**src/rtl/wdt2_pkg.sv**
```systemverilog
// Shared types, register map and constants for the two-stage watchdog.
// No dependencies; imported by wdt2_core and the top level.
`default_nettype none

package wdt2_pkg;

    // Item kinds on the input stream
    typedef enum logic [1:0] {
        KIND_TICK  = 2'd0,
        KIND_READ  = 2'd1,
        KIND_WRITE = 2'd2,
        KIND_NONE  = 2'd3
    } t_kind;

    // Access status codes returned with each result
    typedef enum logic [1:0] {
        ST_OK        = 2'd0,
        ST_BAD_ADDR  = 2'd1,
        ST_CLOCK_OFF = 2'd2,
        ST_READ_ONLY = 2'd3
    } t_status;

    localparam int IDX_W  = 5;
    localparam int WORD_W = 32;

    // Dense register map
    localparam logic [IDX_W-1:0] REG_LOAD     = 5'd0;
    localparam logic [IDX_W-1:0] REG_VALUE    = 5'd1;
    localparam logic [IDX_W-1:0] REG_CTL      = 5'd2;
    localparam logic [IDX_W-1:0] REG_ICR      = 5'd3;
    localparam logic [IDX_W-1:0] REG_RIS      = 5'd4;
    localparam logic [IDX_W-1:0] REG_MIS      = 5'd5;
    localparam logic [IDX_W-1:0] REG_TEST     = 5'd6;
    localparam logic [IDX_W-1:0] REG_LOCK     = 5'd7;
    localparam logic [IDX_W-1:0] REG_ID_FIRST = 5'd8;
    localparam logic [IDX_W-1:0] REG_ID_LAST  = 5'd19;

    // Reset values
    localparam logic [WORD_W-1:0] WORD_ONES      = 32'hFFFF_FFFF;
    localparam logic [WORD_W-1:0] CTL_SECOND_RST = 32'h8000_0000;

    // Control bits
    localparam int CTL_INTEN_BIT = 0;
    localparam int CTL_RESEN_BIT = 1;

    typedef struct packed {
        t_kind              kind;
        logic [IDX_W-1:0]   reg_index;
        logic [WORD_W-1:0]  write_data;
    } t_item;

    typedef struct packed {
        logic [WORD_W-1:0]  read_data;
        logic               interrupt_pulse;
        logic               reset_request;
        t_status            access_status;
    } t_result;

    // Peripheral and cell ID words, offset from REG_ID_FIRST
    function automatic logic [WORD_W-1:0] id_word(input logic [3:0] offs);
        logic [WORD_W-1:0] w;
        case (offs)
            4'd4:    w = 32'h0000_0005;
            4'd5:    w = 32'h0000_0018;
            4'd6:    w = 32'h0000_0018;
            4'd7:    w = 32'h0000_0001;
            4'd8:    w = 32'h0000_000D;
            4'd9:    w = 32'h0000_00F0;
            4'd10:   w = 32'h0000_0006;
            4'd11:   w = 32'h0000_00B1;
            default: w = '0;
        endcase
        return w;
    endfunction

endpackage

`default_nettype wire

```
**src/rtl/two_stage_watchdog_timer_core.sv**
```systemverilog
// Two-stage watchdog top level: input register, core logic, result register.
// Each item is held in the input register, then its result in the result register.
// Throughput: one item per cycle; the result register frees up as it is taken,
// so a stalled output only holds the input register once both are full.
// Reset (i_rst_n low, synchronous) empties both registers, gates the module
// clock off and restores all watchdog registers. Depends on wdt2_pkg, wdt2_core.
`default_nettype none

module two_stage_watchdog_timer_core #(
    parameter bit SECOND_INSTANCE = 1'b0
) (
    input  wire         i_clk,
    input  wire         i_rst_n,
    // Input stream
    input  wire         i_s_tvalid,
    output logic        o_s_tready,
    input  wire  [39:0] i_s_tdata,   // [4:0] reg_index, [36:5] write_data, rest zero
    input  wire  [1:0]  i_s_tuser,   // [1:0] kind
    // Result stream
    output logic        o_m_tvalid,
    input  wire         i_m_tready,
    output logic [39:0] o_m_tdata,   // [31:0] read_data, [32] interrupt_pulse,
                                     // [33] reset_request, rest zero
    output logic [1:0]  o_m_tuser,   // [1:0] access_status
    // Configuration: module clock enable
    input  wire         i_cfg_valid,
    output logic        o_cfg_ready,
    input  wire         i_cfg_data
);
    import wdt2_pkg::*;

    logic    r_in_valid;
    t_item   r_in_item;
    logic    r_out_valid;
    t_result r_out;
    logic    r_clk_en;
    t_result core_result;
    logic    fire;

    // Item moves from input register to result register
    assign fire       = r_in_valid && (!r_out_valid || i_m_tready);
    assign o_s_tready = !r_in_valid || fire;
    assign o_cfg_ready = 1'b1;

    // Input register
    always_ff @(posedge i_clk) begin
        if (!i_rst_n) begin
            r_in_valid <= 1'b0;
        end else if (o_s_tready) begin
            r_in_valid <= i_s_tvalid;
        end
    end

    always_ff @(posedge i_clk) begin
        if (i_s_tvalid && o_s_tready) begin
            r_in_item.kind       <= t_kind'(i_s_tuser);
            r_in_item.reg_index  <= i_s_tdata[IDX_W-1:0];
            r_in_item.write_data <= i_s_tdata[IDX_W+WORD_W-1:IDX_W];
        end
    end

    // Module clock gate register
    always_ff @(posedge i_clk) begin
        if (!i_rst_n) begin
            r_clk_en <= 1'b0;
        end else if (i_cfg_valid) begin
            r_clk_en <= i_cfg_data;
        end
    end

    wdt2_core #(
        .SECOND_INSTANCE (SECOND_INSTANCE)
    ) u_core (
        .i_clk    (i_clk),
        .i_rst_n  (i_rst_n),
        .i_fire   (fire),
        .i_clk_en (r_clk_en),
        .i_item   (r_in_item),
        .o_result (core_result)
    );

    // Result register
    always_ff @(posedge i_clk) begin
        if (!i_rst_n) begin
            r_out_valid <= 1'b0;
        end else if (fire) begin
            r_out_valid <= 1'b1;
        end else if (i_m_tready) begin
            r_out_valid <= 1'b0;
        end
    end

    always_ff @(posedge i_clk) begin
        if (fire) begin
            r_out <= core_result;
        end
    end

    assign o_m_tvalid = r_out_valid;
    assign o_m_tdata  = {6'd0, r_out.reset_request, r_out.interrupt_pulse, r_out.read_data};
    assign o_m_tuser  = r_out.access_status;

endmodule

`default_nettype wire

```
**src/rtl/wdt2_core.sv**
```systemverilog
// Watchdog register file, countdown and timeout logic for one item per cycle while i_fire commits.
// Depends on wdt2_pkg.
`default_nettype none

module wdt2_core #(
    parameter bit SECOND_INSTANCE = 1'b0
) (
    input  wire             i_clk,
    input  wire             i_rst_n,
    input  wire             i_fire,      // commit the registered item
    input  wire             i_clk_en,    // module clock gate
    input  wire wdt2_pkg::t_item i_item,
    output wdt2_pkg::t_result o_result
);
    import wdt2_pkg::*;

    localparam logic [WORD_W-1:0] CTL_RST = SECOND_INSTANCE ? CTL_SECOND_RST : '0;

    logic [WORD_W-1:0] r_load, n_load;
    logic [WORD_W-1:0] r_cnt, n_cnt;
    logic              r_counting, n_counting;
    logic [WORD_W-1:0] r_ctl, n_ctl;
    logic [WORD_W-1:0] r_icr, n_icr;
    logic              r_ris, n_ris;
    logic              r_mis, n_mis;
    logic [WORD_W-1:0] r_test, n_test;
    logic [3:0]        id_offs;

    assign id_offs = 4'(i_item.reg_index - REG_ID_FIRST);

    // Next state and result for the item in the input register
    always_comb begin
        n_load     = r_load;
        n_cnt      = r_cnt;
        n_counting = r_counting;
        n_ctl      = r_ctl;
        n_icr      = r_icr;
        n_ris      = r_ris;
        n_mis      = r_mis;
        n_test     = r_test;
        o_result   = '{read_data: '0, interrupt_pulse: 1'b0, reset_request: 1'b0,
                       access_status: ST_OK};

        unique case (i_item.kind)
            KIND_TICK: begin
                if (r_counting) begin
                    if (r_cnt > 32'd1) begin
                        n_cnt = r_cnt - 32'd1;
                    end else begin
                        n_cnt = r_load;
                        if (!r_mis) begin
                            n_ris = 1'b1;
                            n_mis = 1'b1;
                            o_result.interrupt_pulse = 1'b1;
                        end else if (r_ctl[CTL_RESEN_BIT]) begin
                            o_result.reset_request = 1'b1;
                        end else begin
                            o_result.interrupt_pulse = 1'b1;
                        end
                    end
                end
            end
            KIND_READ: begin
                if (!i_clk_en) begin
                    o_result.access_status = ST_CLOCK_OFF;
                end else begin
                    case (i_item.reg_index) inside
                        REG_LOAD:  o_result.read_data = r_load;
                        REG_VALUE: o_result.read_data = r_cnt;
                        REG_CTL:   o_result.read_data = r_ctl;
                        REG_ICR:   o_result.read_data = r_icr;
                        REG_RIS:   o_result.read_data = {{(WORD_W-1){1'b0}}, r_ris};
                        REG_MIS:   o_result.read_data = {{(WORD_W-1){1'b0}}, r_mis};
                        REG_TEST:  o_result.read_data = r_test;
                        REG_LOCK:  o_result.read_data = '0;
                        [REG_ID_FIRST:REG_ID_LAST]:
                            o_result.read_data = id_word(id_offs);
                        default:   o_result.access_status = ST_BAD_ADDR;
                    endcase
                end
            end
            KIND_WRITE: begin
                if (!i_clk_en) begin
                    o_result.access_status = ST_CLOCK_OFF;
                end else begin
                    case (i_item.reg_index) inside
                        REG_LOAD: begin
                            n_load             = i_item.write_data;
                            n_ctl[CTL_INTEN_BIT] = 1'b1;
                            n_cnt              = i_item.write_data;
                            n_counting         = 1'b1;
                        end
                        REG_CTL:  n_ctl = i_item.write_data;
                        REG_ICR: begin
                            n_cnt = r_load;
                            n_ris = 1'b0;
                            n_mis = 1'b0;
                            n_icr = i_item.write_data;
                        end
                        REG_TEST: n_test = i_item.write_data;
                        REG_LOCK: ;  // accepted, no effect
                        REG_VALUE, REG_RIS, REG_MIS, [REG_ID_FIRST:REG_ID_LAST]:
                            o_result.access_status = ST_READ_ONLY;
                        default:  o_result.access_status = ST_BAD_ADDR;
                    endcase
                end
            end
            default: ;  // unused kind: no effect, zero result
        endcase
    end

    // State registers, committed when the item moves to the result register
    always_ff @(posedge i_clk) begin
        if (!i_rst_n) begin
            r_load     <= WORD_ONES;
            r_cnt      <= WORD_ONES;
            r_counting <= 1'b0;
            r_ctl      <= CTL_RST;
            r_icr      <= '0;
            r_ris      <= 1'b0;
            r_mis      <= 1'b0;
            r_test     <= '0;
        end else if (i_fire) begin
            r_load     <= n_load;
            r_cnt      <= n_cnt;
            r_counting <= n_counting;
            r_ctl      <= n_ctl;
            r_icr      <= n_icr;
            r_ris      <= n_ris;
            r_mis      <= n_mis;
            r_test     <= n_test;
        end
    end

`ifndef SYNTHESIS
    // Reset request only after a first timeout with reset enabled
    a_rst_needs_mis: assert property (@(posedge i_clk) disable iff (!i_rst_n)
        o_result.reset_request |-> (r_mis && r_ctl[CTL_RESEN_BIT]))
        else $error("reset request without pending masked status");

    // A timeout raises exactly one of interrupt or reset
    a_one_event: assert property (@(posedge i_clk) disable iff (!i_rst_n)
        !(o_result.interrupt_pulse && o_result.reset_request))
        else $error("interrupt and reset request together");

    // A committed first timeout leaves the status set
    a_first_sets_status: assert property (@(posedge i_clk) disable iff (!i_rst_n)
        (i_fire && o_result.interrupt_pulse && !r_mis) |=> (r_mis && r_ris))
        else $error("first timeout did not set status");

    // Events only on ticks while counting
    a_event_on_tick: assert property (@(posedge i_clk) disable iff (!i_rst_n)
        (o_result.interrupt_pulse || o_result.reset_request)
            |-> (i_item.kind == KIND_TICK && r_counting))
        else $error("timeout outside a counting tick");
`endif

endmodule

`default_nettype wire
```
**config.mk**
```make
export PLATFORM = sky130hd
export DESIGN_NAME = two_stage_watchdog_timer_core
export DESIGN_NICKNAME = d
export VERILOG_FILES = /design/src/rtl/wdt2_pkg.sv /design/src/rtl/two_stage_watchdog_timer_core.sv /design/src/rtl/wdt2_core.sv
export SDC_FILE = /design/constraint.sdc
export NUM_CORES = 1
export LEC_CHECK = 0
export BUFFER_PORTS_ARGS = -buffer_cell sky130_fd_sc_hd__buf_2
export CELL_PAD_IN_SITES_DETAIL_PLACEMENT = 1
export CELL_PAD_IN_SITES_GLOBAL_PLACEMENT = 1
export CORE_MARGIN = 2
export CORE_UTILIZATION = 49
export DETAILED_ROUTE_END_ITERATION = 8
export PLACE_DENSITY_LB_ADDON = 0.1
export SLEW_MARGIN = 5
export SYNTH_ARGS = -nofsm -noshare
export SYNTH_HDL_FRONTEND = slang
export SYNTH_SLANG_ARGS = --single-unit
export TNS_END_PERCENT = 10
```
**constraint.sdc**
```tcl
create_clock -name i_clk -period 6 [get_ports i_clk]
set_input_delay 0.9 -clock i_clk [delete_from_list [all_inputs] [get_ports i_clk]]
set_output_delay 0.9 -clock i_clk [all_outputs]
set_load 0.05 [all_outputs]
```
Yosys cells after proc, flatten, opt, wreduce, memory -nomap -nowiden
Memories as Yosys holds them, arrays and structs flattened.
Cells that the tools add are included.
{ "op_classes": {"addsub": 2, "order_cmp": 3, "n_eq_ne": 18, "mux": 52, "bitwise": 6, "reduce_logical": 24} }
{ "op_table": {"columns": ["cell", "count"], "rows": [
  ["$mux W32", 15],
  ["$pmux W32 S2", 1],
  ["$gt A32 B1 Y1 const B", 1],
  ["$mux W2", 16],
  ["$sub A32 B1 Y32 const B", 1],
  ["$eq A5 B3 Y1 const B", 4],
  ["$mux W1", 17],
  ["$reduce_and A6 Y1", 2],
  ["$eq A5 B2 Y1 const B", 2],
  ["$ne A2 B2 Y1 const B", 5],
  ["$reduce_and A9 Y1", 1],
  ["$reduce_and A4 Y1", 2],
  ["$reduce_and A8 Y1", 1],
  ["$reduce_or A4 Y1", 2],
  ["$reduce_and A7 Y1", 1],
  ["$not A1 Y1", 6],
  ["$reduce_bool A2 Y1", 3],
  ["$eq A5 B1 Y1 const B", 1],
  ["$ge A5 B4 Y1 const B", 1],
  ["$le A5 B5 Y1 const B", 1],
  ["$logic_not A5 Y1", 1],
  ["$reduce_and A5 Y1", 1],
  ["$ne A2 B1 Y1 const B", 2],
  ["$pmux W1 S2", 2],
  ["other kinds (12)", 16]
]} }
{ "totals": {"ff_bits": 241, "mem_bits_ro": 128, "in_bits": 48, "out_inout_bits": 45, "wordCells": 125, "memories": 1} }
{ "mem_list": {"columns": ["memory", "depth", "word_bits", "read_ports", "rd_clocked_by_memory_dff", "write_ports", "line", "text"], "rows": [
  ["(name not given)", 16, 8, 1, 0, 0, "wdt2_pkg.sv:62", "case (offs)"]
]} }

Logic depth before layout (Yosys ltp)
Gate-level depths: netlist (run 1).
{ "logic_depth": {"ltp_word": 13, "ltp_mapped": 11, "mapped_depth_nobuf": 8} }

By module
From an unflattened synthesis (run 1), not the netlist that was laid out.
{ "hier_totals": {"hier_cells": 1382, "hier_area_um2": 11533.6} }
{ "modules_own_cells": {"columns": ["mod", "n_inst", "cells_each", "area_each_um2", "seq_area_each_um2"], "rows": [
  ["wdt2_core", 1, 1286, 9081.2, 3263.1],
  ["two_stage_watchdog_timer_core", 1, 96, 2452.4, 2312.2]
]} }

Worst setup path after synthesis (run 1)
OpenSTA, ideal clock, no wires.
{ "synth_timing": {"path_kind": "input to register", "startpoint": "in i_m_tready", "endpoint": "reg r_in_item[0] in the netlist's numbering (enable)", "setup_time_ps": 400, "arrival_time_ps": 2350, "required_ps": 5600, "path_slack_ps": 3251, "stages": 3, "path_buffers": 0, "cell_sequence": "nor2b_1 > nand2_1 > and2_1"} }
{ "synth_via": {"elab_chain_len": 4} }
{ "synth_rtl": {"columns": ["item", "line", "text"], "rows": [
  ["start: declaration", "two_stage_watchdog_timer_core.sv:21", "input wire i_m_tready,"],
  ["$logic_or A1 B1 Y1", "two_stage_watchdog_timer_core.sv:41", "assign fire = r_in_valid && (!r_out_valid || i_m_tready);"],
  ["$logic_and A1 B1 Y1", "two_stage_watchdog_timer_core.sv:41", null],
  ["$logic_or A1 B1 Y1", "two_stage_watchdog_timer_core.sv:42", "assign o_s_tready = !r_in_valid || fire;"],
  ["net o_s_tready", "two_stage_watchdog_timer_core.sv:16", "output logic o_s_tready,"],
  ["$logic_and A1 B1 Y1", "two_stage_watchdog_timer_core.sv:55", "if (i_s_tvalid && o_s_tready) begin"],
  ["end: declaration", "two_stage_watchdog_timer_core.sv:33", "t_item r_in_item;"]
]} }
The timed path passes the listed nets, and every way through them passes these cells.
A chain may end at the register's enable or synchronous reset.

Worst setup path in the final report (run 1)
{ "layout_timing": {"startpoint": "reg r_in_item[32] in the netlist's numbering", "endpoint": "reg u_core.r_cnt[29]"} }
{ "layout_via": {"elab_chain_len": 4, "elab_cells_between_ends": 9, "classes_between": "eq/ne (4); mux (3); reduce/logical (2)"} }
{ "layout_rtl": {"columns": ["item", "line", "text"], "rows": [
  ["$logic_not A5 Y1 (no line)", null, null],
  ["$mux W32", "wdt2_core.sv:86", "case (i_item.reg_index) inside"],
  ["$mux W32", "wdt2_core.sv:83", "if (!i_clk_en) begin"],
  ["$pmux W32 S2", "wdt2_core.sv:44", "unique case (i_item.kind)"],
  ["end signal: assignment", "wdt2_core.sv:125", "r_cnt <= n_cnt;"],
  ["end: declaration", "wdt2_core.sv:20", "logic [WORD_W-1:0] r_cnt, n_cnt;"]
]} }
Several ways; a longest one is shown, not always the timed one. The select of a mux whose other input is x is not followed.

==> results_dict.tcl, run 1 <==
set metrics [dict create \
    postCtsSetupBuffers 0 \
    dpl.hpwl_um 25000 \
    rows 55 \
    async_flop_share_pct 0 \
    routed_wl_um 39900 \
    clkPwrFrac_pct 44.9 \
    final_util_pct 56.2 \
    clk-insertion-delay-late_ns 0.55 \
    yosys.area_share.simple_pct 21.9 \
    switching_share_pct 25.3 \
    ys_ff_latch 241 \
    synth-edff-count 75 \
    place_ws_ns 2.36 \
    place.gp.congestion 0.865 \
    synth_cell_types 63 \
    cts_buffers 27 \
    critPathMaxFanout 71 \
    drt_first_pass_iters 5 \
    io_pins 93 \
    post-route-min-period_ns 3.72 \
    ff_latch_area_mm2 0.00558 \
    p_leak_uw 0.00450 \
    grt.total_usage_pct 32.6 \
    cts_tree "built" \
    power.switching_uw 915 \
    path_cells "inv_1 -> ha_1 -> or4b_4 -> a311oi_1 -> o21ai_0 -> o21a_1 -> o22a_1" \
    synth_ff_type "dfxtp_1" \
    multi_input_area_mm2 0.00538 \
    cpPeakStageDelay_ns 0.93 \
    ys_warn_count 0 \
    syn2layout_area_growth_pct 12.0 \
    drc_errors 0 \
    grt_overflow_total 0 \
    setup_viol 0 \
    fill_cells 2719 \
    dp_cells 1672 \
    start_kind "flip-flop" \
    yosysTopAreaCell "dfxtp_1" \
    synth_xor_area_share_pct 1.38 \
    synth_top_family_by_area "simple AND/OR/NAND/NOR gates" \
    h-tree-depth 1 \
    grt_setup_unrepaired "no" \
    holdWs_ns 0.452 \
    cts.sinks 241 \
    ys_seq_area_share_pct 48.7 \
    hold_path.class "flip-flop to flip-flop" \
    clk_pin_slew_ns 0.07 \
    power_frac_comb_pct 6.3 \
    synth_area_leaders "dfxtp_1 29%, edfxtp_1 20%, nand2_1 9.6%" \
    synth.area.mux_share_pct 2.48 \
    skew_ns 0.0158 \
    fin_setup_tns_ns 0 \
    status "finished, final reports clean" \
    drt_iter0_markers 1035 \
    antenna_found_initial 0 \
    fin_ws_ns 2.28 \
    grt_pass1_wl_um 61900 \
    power_density_mw_per_mm2 283 \
    post-route-period-util_pct 61.9 \
    netlist.area_leader.share_pct 29.0 \
    layout_common_cells "294 x nand2_1, 172 x a21oi_1, 166 x dfxtp_1" \
    drive_gt1_share_pct 12.0 \
    synthAdderAreaFrac_pct 0.984 \
    arrival_ns 4.14 \
    die_area_mm2 0.0246 \
    crit_slowest_cell "or4b_4" \
    cp.required_ns 6.43 \
    drv_slew 0 \
    die_y_um 157 \
    crit_type "flip-flop to flip-flop" \
    final_common_cell "nand2_1" \
    viasPerCell 6.30 \
    io_buffers 82 \
    worstMarginPinSlew_ns 1.09 \
    synth_compound_area_share_pct 19.8 \
    ant_nets 0 \
    netlist_instances 1374 \
    avgSynthCellArea_um2 8.33 \
    wl_per_cell_um 23.2 \
    holdBufCountCts 0 \
    clock_path_buffers 3 \
    fp.coreArea_mm2 0.0228 \
    stdcell_count 1722 \
    start_util_pct 50.2 \
    cts_resized 0 \
    clock.fmax_mhz 269 \
    seq_power_share_pct 48.8 \
    finalHoldViolCount 0 \
    crit_path_end_kind "flip-flop" \
    synth_area_mm2 0.0114 \
    grt_max_degree 72 \
    vdd_ir_drop_max_v 0.000223 \
    vias 10900 \
    final_nets 1445 \
    cts_root_buffer "clkbuf_16" \
    maxCapViolCount 0 \
    die_w_um 157 \
    diodes 0 \
    grt_pass1_vias 10800 \
    relSlewSlack_pct 27.1 \
    p_int_uw 2710 \
]
==> registers in the layout (all words and copies together) (netlist names) <==
register / flops
u_core.r_ctl: 32
r_in_valid: 1
u_core.r_cnt: 32
u_core.r_load: 32
u_core.r_mis: 1
r_clk_en: 1
o_m_tuser: 2
o_m_tvalid: 1
u_core.r_ris: 1
o_m_tdata: 34
u_core.r_icr: 32
u_core.r_test: 32
r_in_item: 39
u_core.r_counting: 1
==> power by group through the flow <==
stage                     Sequential (µW)  Clock, µW  Combinational, µW
after global placement               1800          0                220
after CTS                            1770       1640                227
after global routing                 1770       1690                244
after floorplan                      1820          0                119
final                                1770       1630                228
after detailed placement             1800          0                225
==> metal layers <==
metal | vias up | global-route usage (%) | wire [µm]
met1 | 5459 | 44.1 | 17000
met5 | - | 0 | 0
li1 | 4915 | - | -
met4 | 0 | 11.5 | 1260
met3 | 86 | 6.90 | 3320
met2 | 392 | 51.7 | 18400
==> layout make-up <==
class | instances | share of cell area (%)
tap | 313 | 3.06
timing repair buffer | 101 | 4.32
clock buffer | 35 | 5.90
sequential | 241 | 43.5
inverter | 12 | 0.361
multi-input combinational | 1005 | 42.0
clock inverter | 15 | 0.859
==> cells in the mapped netlist, types with 11 or more instances <==
master	number
nand2_1	294
a21oi_1	172
dfxtp_1	166
clkbuf_1	102
o21ai_0	102
nor2_1	85
edfxtp_1	75
nor3_1	55
nand3_1	46
a221oi_1	28
mux2i_1	25
o211ai_1	15
nor4_1	14
inv_1	12
o311ai_0	11
xor2_1	11
==> worst max-delay path: cells and delay by family (launching register included) <==
family | cells | cell delay (ns)
buffers and inverters | 1 | 0.15
flip-flops | 1 | 0.52
AO/OA/AOI/OAI | 4 | 1.57
AND/OR/NAND/NOR | 1 | 0.93
adder cells (fa/ha/maj) | 1 | 0.39
==> through the flow <==
stage	power [µW]	instance area, µm²
floorplan	1940	11500
global placement	2020	11900
global route	3710	12800
detailed placement	2030	11900
CTS	3630	12800
finish	3620	12800
==> path summary, 6_finish.rpt <==
kind / to / depth (start not counted) / slack (ns) / startpoint
max reg2reg: u_core.r_cnt[29] / 7 / 2.28 / r_in_item[32]
max: u_core.r_cnt[29] / 7 / 2.28 / r_in_item[32]
min: u_core.r_ctl[20] / 2 / 0.45 / u_core.r_ctl[20]
min reg2reg: u_core.r_ctl[20] / 2 / 0.45 / u_core.r_ctl[20]
==> cell families (layout without fill, tap and decap cells) <==
group                      after synthesis  count (layout)
xor gates and xnor gates                18              18
AOI/OAI and AO/OA                      381             381
DFF                                    241             241
and+or+nand+nor                        562             562
other                                    2               7
muxes                                   28              28
buffers and inverters                  133             163
adders and majority gates                9               9
No activity file was read; power rests on OpenSTA's default activity.
==> inputs of run 2 (changes only) <==
--- a/config.mk
+++ b/config.mk
@@ -9,7 +9,7 @@
 export CELL_PAD_IN_SITES_DETAIL_PLACEMENT = 1
 export CELL_PAD_IN_SITES_GLOBAL_PLACEMENT = 1
 export CORE_MARGIN = 2
-export CORE_UTILIZATION = 49
+export CORE_UTILIZATION = 41
 export DETAILED_ROUTE_END_ITERATION = 8
 export PLACE_DENSITY_LB_ADDON = 0.1
 export SLEW_MARGIN = 5
==> constraint.sdc (replaced) <==
create_clock -name i_clk -period 3.2 [get_ports i_clk]
set_input_delay 0.48 -clock i_clk [delete_from_list [all_inputs] [get_ports i_clk]]
set_output_delay 0.48 -clock i_clk [all_outputs]
set_load 0.05 [all_outputs]
==> run 2 against run 1 <==
  * Wire length down 1.6%
  * Sequential share of layout area down 1.3 points
  * Die area up 19%
  * Critical path type unchanged
  * Highest routed layer unchanged
==> results_dict.tcl, run 2 (synthesis results as in run 1) <==
set metrics [dict create \
    drc_errors 0 \
    cts.sinks 241 \
    fp.coreArea_mm2 0.0276 \
    power_density_mw_per_mm2 525 \
    ff_latch_area_mm2 0.00558 \
    cts_buffers 28 \
    holdWs_ns 0.102 \
    h-tree-depth 1 \
    antenna_found_initial 0 \
    cp.required_ns 3.63 \
    drv_slew 0 \
    crit_type "flip-flop to flip-flop" \
    maxCapViolCount 0 \
    power.switching_uw 1700 \
    fill_cells 3325 \
    cts_tree "built" \
    setup_viol 0 \
    layout_common_cells "294 x nand2_1, 172 x a21oi_1, 166 x dfxtp_1" \
    die_area_mm2 0.0293 \
    grt_pass1_wl_um 61100 \
    diodes 0 \
    drt_first_pass_iters 7 \
    skew_ns 0.0146 \
    clock.fmax_mhz 339 \
    drive_gt1_share_pct 13.5 \
    io_buffers 82 \
    dpl.hpwl_um 27000 \
    vias 10500 \
    crit_path_end_kind "flip-flop" \
    postCtsSetupBuffers 0 \
    switching_share_pct 24.6 \
    holdBufCountCts 0 \
    hold_path.class "primary input to flip-flop" \
    grt_setup_unrepaired "no" \
    drt_iter0_markers 867 \
    post-route-min-period_ns 2.95 \
    seq_power_share_pct 47.9 \
    clkPwrFrac_pct 45.7 \
    rows 61 \
    die_w_um 171 \
    fin_setup_tns_ns 0 \
    grt.total_usage_pct 27.0 \
    io_pins 93 \
    wl_per_cell_um 21.6 \
    clock_path_buffers 3 \
    grt_pass1_vias 10600 \
    vdd_ir_drop_max_v 0.000391 \
    syn2layout_area_growth_pct 15.4 \
    start_kind "flip-flop" \
    grt_max_degree 80 \
    start_util_pct 41.4 \
    post-route-period-util_pct 92.2 \
    worstMarginPinSlew_ns 0.945 \
    cts_root_buffer "clkbuf_16" \
    final_common_cell "nand2_1" \
    grt_overflow_total 0 \
    relSlewSlack_pct 37.0 \
    viasPerCell 5.77 \
    clk_pin_slew_ns 0.06 \
    final_nets 1479 \
    status "finished, final reports clean" \
    die_y_um 171 \
    ant_nets 0 \
    largest_reg_flops 39 \
    power_frac_comb_pct 6.3 \
    finalHoldViolCount 0 \
    max_flop_register "r_in_item" \
    multi_input_area_mm2 0.00536 \
    clk-insertion-delay-late_ns 0.55 \
    arrival_ns 3.38 \
    cts_resized 0 \
    p_leak_uw 0.00466 \
    place.gp.congestion 0.873 \
    routed_wl_um 39300 \
    total_power_uw 6920 \
    critPathMaxFanout 10 \
    p_int_uw 5220 \
]
==> run 2: through the flow <==
step | area, µm² | instances | util (%) | setup slack, ns
final | 13200 | 1822 | 47.8 | 0.249
after global routing | 13200 | 1822 | 47.8 | 0.0155
after CTS | 13200 | 1822 | 47.8 | 0.282
after detailed placement | 12300 | 1770 | 44.5 | 0.302
after global placement | 12300 | 1770 | 44.5 | 0.357
after floorplan | 11500 | 1379 | - | 0.563
==> run 2: path summary, 6_finish.rpt <==
path               startpoint                to  slack, ns  cells after the start
max          u_core.r_cnt[16]  u_core.r_cnt[20]       0.25                      6
max reg2reg  u_core.r_cnt[16]  u_core.r_cnt[20]       0.25                      6
min             i_s_tdata[19]     r_in_item[14]       0.10                      1
min reg2reg  u_core.r_ctl[24]  u_core.r_ctl[24]       0.45                      2
==> run 2: critical path: stages, from the launching register on <==
cell	delay, ns
dfxtp_1	0.38
or4_4	0.61
or4_4	0.48
or3_1	0.66
o31ai_4	0.32
o21bai_1	0.09
a211o_1	0.30
==> run 2: layer usage <==
layer	vias to the layer above	GRT usage, %	routed length, µm
li1	4976	-	-
met1	5222	39.3	18800
met2	266	41.6	17200
met3	52	4.35	2390
met4	0	6.74	862
met5	-	0	0
==> run 2: layout make-up <==
| type | count | area share, % |
|---|---|---|
| flip-flops and latches | 241 | 42.2 |
| clock inverters | 13 | 1.15 |
| well taps | 378 | 3.58 |
| clock buffers | 39 | 5.70 |
| multi-input cells | 1005 | 40.6 |
| inverters | 12 | 0.351 |
| repair buffers | 134 | 6.35 |
==> run 2: power by group through the flow <==
stage | Clock [µW] | Combinational, µW | Sequential [µW]
6_report | 3170 | 438 | 3320
4_1_cts | 3240 | 438 | 3310
2_1_floorplan | 0 | 222 | 3410
5_1_grt | 3350 | 471 | 3320
3_5_place_dp | 0 | 436 | 3380
3_3_place_gp | 0 | 430 | 3380
